`src/design/i8mvrs_pkg.sv`:
```
// Shared types and constants for the int8 weight matvec core with per-row scale.
// No dependencies.
`timescale 1ns / 1ps
`default_nettype none

package i8mvrs_pkg;

  localparam int ColsW     = 13;
  localparam int ColsReset = 4096;
  localparam int ActIdxW   = 12;
  localparam int ActW      = 32;
  localparam int WeightW   = 8;
  localparam int ScaleW    = 32;
  localparam int OutW      = 32;
  localparam int RowW      = 16;
  localparam int AccW      = 56;

  typedef enum logic [2:0] {
    ST_IDLE,
    ST_MUL,
    ST_ACC,
    ST_SCL_LO,
    ST_SCL_HI,
    ST_SUM,
    ST_EMIT
  } state_e;

  typedef struct packed {
    logic take;
    logic load;
    logic mul;
    logic acc;
    logic scl_lo;
    logic scl_hi;
    logic sum;
    logic emit;
  } dp_cmd_t;

  typedef struct packed {
    logic row_end;
  } dp_status_t;

endpackage

`default_nettype wire

```
`src/design/i8mvrs_ctrl.sv`:
```
// Controller FSM: sequences request intake, multiply-accumulate and row scaling.
// Depends on i8mvrs_pkg.
`timescale 1ns / 1ps
`default_nettype none

module i8mvrs_ctrl import i8mvrs_pkg::*; (
  input  wire logic       clk_i,
  input  wire logic       rst_ni,
  input  wire logic       in_valid_i,
  input  wire logic       func_i,
  output logic            in_ready_o,
  output logic            out_valid_o,
  input  wire logic       out_ready_i,
  input  wire dp_status_t status_i,
  output dp_cmd_t         cmd_o
);

  state_e state_q, state_d;
  logic   out_valid_q, out_valid_d;

  always_ff @(posedge clk_i or negedge rst_ni) begin
    if (!rst_ni) begin
      state_q     <= ST_IDLE;
      out_valid_q <= 1'b0;
    end else begin
      state_q     <= state_d;
      out_valid_q <= out_valid_d;
    end
  end

  always_comb begin
    state_d     = state_q;
    cmd_o       = '0;
    in_ready_o  = 1'b0;
    out_valid_d = out_valid_q & ~out_ready_i;
    unique case (state_q)
      ST_IDLE: begin
        in_ready_o = 1'b1;
        if (in_valid_i) begin
          if (func_i) begin
            cmd_o.take = 1'b1;
            state_d    = ST_MUL;
          end else begin
            cmd_o.load = 1'b1;
          end
        end
      end
      ST_MUL: begin
        cmd_o.mul = 1'b1;
        state_d   = ST_ACC;
      end
      ST_ACC: begin
        cmd_o.acc = 1'b1;
        state_d   = status_i.row_end ? ST_SCL_LO : ST_IDLE;
      end
      ST_SCL_LO: begin
        cmd_o.scl_lo = 1'b1;
        state_d      = ST_SCL_HI;
      end
      ST_SCL_HI: begin
        cmd_o.scl_hi = 1'b1;
        state_d      = ST_SUM;
      end
      ST_SUM: begin
        cmd_o.sum = 1'b1;
        state_d   = ST_EMIT;
      end
      ST_EMIT: begin
        if (!out_valid_q || out_ready_i) begin
          cmd_o.emit  = 1'b1;
          out_valid_d = 1'b1;
          state_d     = ST_IDLE;
        end
      end
      default: state_d = ST_IDLE;
    endcase
  end

  assign out_valid_o = out_valid_q;

endmodule

`default_nettype wire

```
`config.mk`:
```
export PLATFORM = sky130hd
export DESIGN_NAME = i8mvrs_ctrl
export DESIGN_NICKNAME = d
export VERILOG_FILES = /design/src/design/i8mvrs_pkg.sv /design/src/design/i8mvrs_ctrl.sv
export SDC_FILE = /design/constraint.sdc
export NUM_CORES = 1
export LEC_CHECK = 0
export BUFFER_PORTS_ARGS = -buffer_cell sky130_fd_sc_hd__buf_2
export CELL_PAD_IN_SITES_DETAIL_PLACEMENT = 1
export CELL_PAD_IN_SITES_GLOBAL_PLACEMENT = 1
export CORE_AREA = 2 2 39 41
export DETAILED_ROUTE_END_ITERATION = 7
export DIE_AREA = 0 0 41 43
export PLACE_DENSITY = 0.53
export SYNTH_ARGS = -nofsm -noshare
export SYNTH_HDL_FRONTEND = slang
export SYNTH_SLANG_ARGS = --single-unit
```
`constraint.sdc`:
```
create_clock -name clk_i -period 2.8 [get_ports clk_i]
set_input_delay 0.7 -clock clk_i [delete_from_list [all_inputs] [get_ports clk_i]]
set_output_delay 0.7 -clock clk_i [all_outputs]
set_load 0.05 [all_outputs]
```
### Yosys cells after proc, flatten, opt, wreduce, memory -nomap -nowiden

Cells that the tools add are included.

* memory bits (writable): 0
* memories: 0
* input port bits: 6
* memory bits (read-only): 0
* register bits after elaboration: 4
* bits in latches: 0
* logic and storage cells: 36
* output and inout bits: 10

* reduce and logical (&&, ||, !) cells: 4
* bitwise gates (word level): 2
* $lt $le $gt $ge: 0
* divide/modulo/power cells: 0
* $mul: 0
* shift-type cells: 0
* muxes and demuxes: 19
* equal/unequal tests: 9
* add/sub/neg operators: 0

Operators with widths (number)
* $pmux 3 s7: 1
* $mux 1: 12
* $eq 3x3->1 const B: 3
* $mux 3: 3
* $eq 3x2->1 const B: 2
* $mux 2: 3
* $ne 2x2->1 const B: 3
* $eq 3x1->1 const B: 1
* $logic_not 3->1: 1
* $reduce_and 3->1: 1
* $and 1x1->1: 1
* $logic_not 1->1: 1
* $logic_or 1x1->1: 1
* $not 1->1: 1

### Logic depth before layout (Yosys ltp)

* depth in word-level cells: 4
* mapped depth: 3
* gate-level depth less buffers: 2

### Worst setup path before layout

No wires, ideal clock.

* kind: register -> output
* start: register state_q[2]
* end: output cmd_o[6] in the netlist's numbering
* setup slack: -165 ps
* cell stages (with the launch flop): 4
* path buffers: 1
* data required time: 2100 ps
* data arrival time: 2265 ps
* path through: dfrtp_1 clkbuf_2 nor3_1 and3b_1

RTL lines
* start: declaration: RTL line i8mvrs_ctrl.sv:18 `state_e state_q, state_d;`
* start signal: assignment: RTL line i8mvrs_ctrl.sv:26 `state_q <= state_d;`
* end: declaration: RTL line i8mvrs_ctrl.sv:15 `output dp_cmd_t cmd_o`

==> metrics.md <==
| Metric | Value |
|---|---|
| Status | finished clean |
| Synth Area in Compound Gates | 12.32% |
| First-pass DRT Iterations | 3 |
| Vias in the first global route | between 200 and 300 |
| Row count | 14 |
| Post-DRT Antenna Nets | 0 |
| Leading area contributor after synthesis | dfrtp_1 |
| Post-place instance area | 342.8 um^2 |
| Total number of H-tree levels | 1 |
| Post-Synth XOR/XNOR Area | 0% |
| Die width | approximately 41 um |
| Syn Area/Cell | just over 9 um^2 |
| Relative slew slack | about 73% |
| CP startpoint kind | flop |
| Synth top area share | ~38% |
| Overall routing resource usage | 9.749% |
| Mux cell area share after synthesis | 0% |
| Die area | between 1500 and 2000 um^2 |
| Most frequent cells in the layout | 15 x buf_2, 4 x dfrtp_1, 3 x and3_1, 3 x nor3_1, 3 x clkbuf_4 |
| Max cap viols | 0 |
| Grt ovf | 0 |
| Synth area leaders | dfrtp_1 38%, nand4bb_1 8.5%, nor3_1 7.6%, and3_1 7.1%, buf_6 4.3% |
| Worst-Skew Late Latency | about 230 ps |
| Syn. warnings | 0 |
| Avg WL per Cell | 11.63 um |
| Largest net degree at the start of global routing | 14 |
| Clk_skew | roughly 1.2 ps |
| Distinct cells, synth | 18 |
| Area Overhead vs Synth | 38.39% |
| Post-synthesis sequential area ratio | a little under two fifths |
| Met3 Use GR | under 10% |
| CTS tree | done |
| Remaining DRCs | 0 |
| Commonest non-fill, non-tap cell in the layout | buf_2 |
| RSZ-0062 raised after global routing | false |
| Synthesized net count | 35 |
| Vias | ~290 |
| CORE AREA | between 1000 and 1500 um^2 |
| Critical Path RT | about 2100 ps |
| IO Port Bufs | 15 |
| Cts repair resizes | 0 |
| Initial Util | about a fifth |
| Initial antenna violation count | 0 |
| Area share of and/or/nand/nor cells after synthesis | 38.86% |
| TritonCTS Buffers | 3 |
| Worst Hold Slack | about 260 ps |
| Clock Sinks | 4 |
| Final net count | 52 |
| Worst Max-Slew Pin Slew | 398.2 ps |
| Worst-path clk slew | around 40 ps |
| DRT Wirelength | 698 um |
| Grt peak-use layer | met2 |
| Met1 Use GR | about a tenth |
| Diodes inserted | 0 |
| Final period util | 74.19% |
| Post-CTS setup buffer count | 0 |
| FMAX | just under 500 MHz |
| Vias per Instance | between 4 and 5 |
| Worst Path Class, Setup | flop to output pin |
| Yosys reg bits | 4 |
| IO Pins | 16 |
| Fraction of layout cells with a size suffix above 1 | a little over two fifths |
| Crit end category | output pin |
| Fillers | 180 |
| Combinational family with the most area after synthesis | simple AND/OR/NAND/NOR gates |
| Worst min path class | input port to async pin |
| Mapped Cells | 29 |
| First-pass GRT wire length | between 1 and 1.5 mm |
| WP data arrival | 1380 ps |
| Hold_buf cts | 0 |
| Synth Area in Adders | 0% |
| Minimum clock period | ~2100 ps |
| CTS Buffer Depth | 2 |
| TNS Setup | 0 ps |
| Met2 Track Usage GR | approximately 15% |
| Die H | between 40 and 50 um |
| Global placement routability congestion | roughly 0.73 |
| 1st-iter DRT viols | 2 |
| Finished Cell Area | ~370 um^2 |
| Setup violations, final | 0 |
| Final-report max-slew violation count | 0 |
| Root buffer cell | clkbuf_4 |
| Count of final hold-check violations | 0 |
| Mapped Area | 264.0 um^2 |
| DP Wirelength | between 500 and 600 um |
| Crit Path Max Fanout | 13 |
path summary, 6_finish.rpt:
kind,from,cells past startpoint,to,slack (ps)
worst max-delay path,state_q[1],3,cmd_o[6],720
worst min-delay path,rst_ni,1,out_valid_o,260
worst max register to register,state_q[0],2,state_q[2],1690
worst min register to register,state_q[2],1,state_q[2],640
max in group asynchronous,rst_ni,1,state_q[1],2420
min in group clk_i,state_q[2],1,state_q[2],640
logic make-up (layout without fill, tap and decap cells):
family / count (synthesis) / count (layout)
DFF: 4 / 4
buffers and inverters: 5 / 20
and+or+nand+nor: 15 / 15
AOI/OAI and AO/OA: 5 / 5
critical path: stages (launching register included):
cell     delay [ps]
dfrtp_1         510
nor3_2          200
and3b_1         180
buf_2           250
registers in the layout, summed over array words and instances, names as in the netlist:
name,flops
out_valid_o,1
state_q,3
metal layers:
metal  share of wire, %  routed length (um)
met5                  0                   0
met4                  0                   0
met3                7.7                  54
met2                 54                 379
met1                 38                 264
cell type report:
class	count	area (um^2)	area share (%)
multi-input cells	20	140.1	38.36
clock buffers	3	22.52	6.164
well taps	16	20.02	5.479
flip-flops and latches	4	100.1	27.40
repair buffers	15	75.07	20.55
inverters	2	7.507	2.055
synthesized netlist by cell type, drive strengths merged:
master and instances:
dfrtp 4, nor3 4, and3 3, a21oi 2, buf 2, inv 2
nand4bb 2, a31oi 1, and3b 1, clkbuf 1, nand2b 1, nand3b 1
nor2 1, nor2b 1, o221ai 1, o31ai 1, or3b 1
stage by stage:
step / cells / util, % / setup WS, ps
3_3_place_gp: 57 / 24.77 / 853.5
4_1_cts: 60 / 26.40 / 702.0
5_1_grt: 60 / 26.40 / 603.7
2_1_floorplan: 29 / - / 316.5
3_5_place_dp: 57 / 24.77 / 840.5
6_report: 60 / 26.40 / 722.8
Power is not shown: default switching activity piles up to over one toggle a cycle in this logic, so the estimate is an artifact.
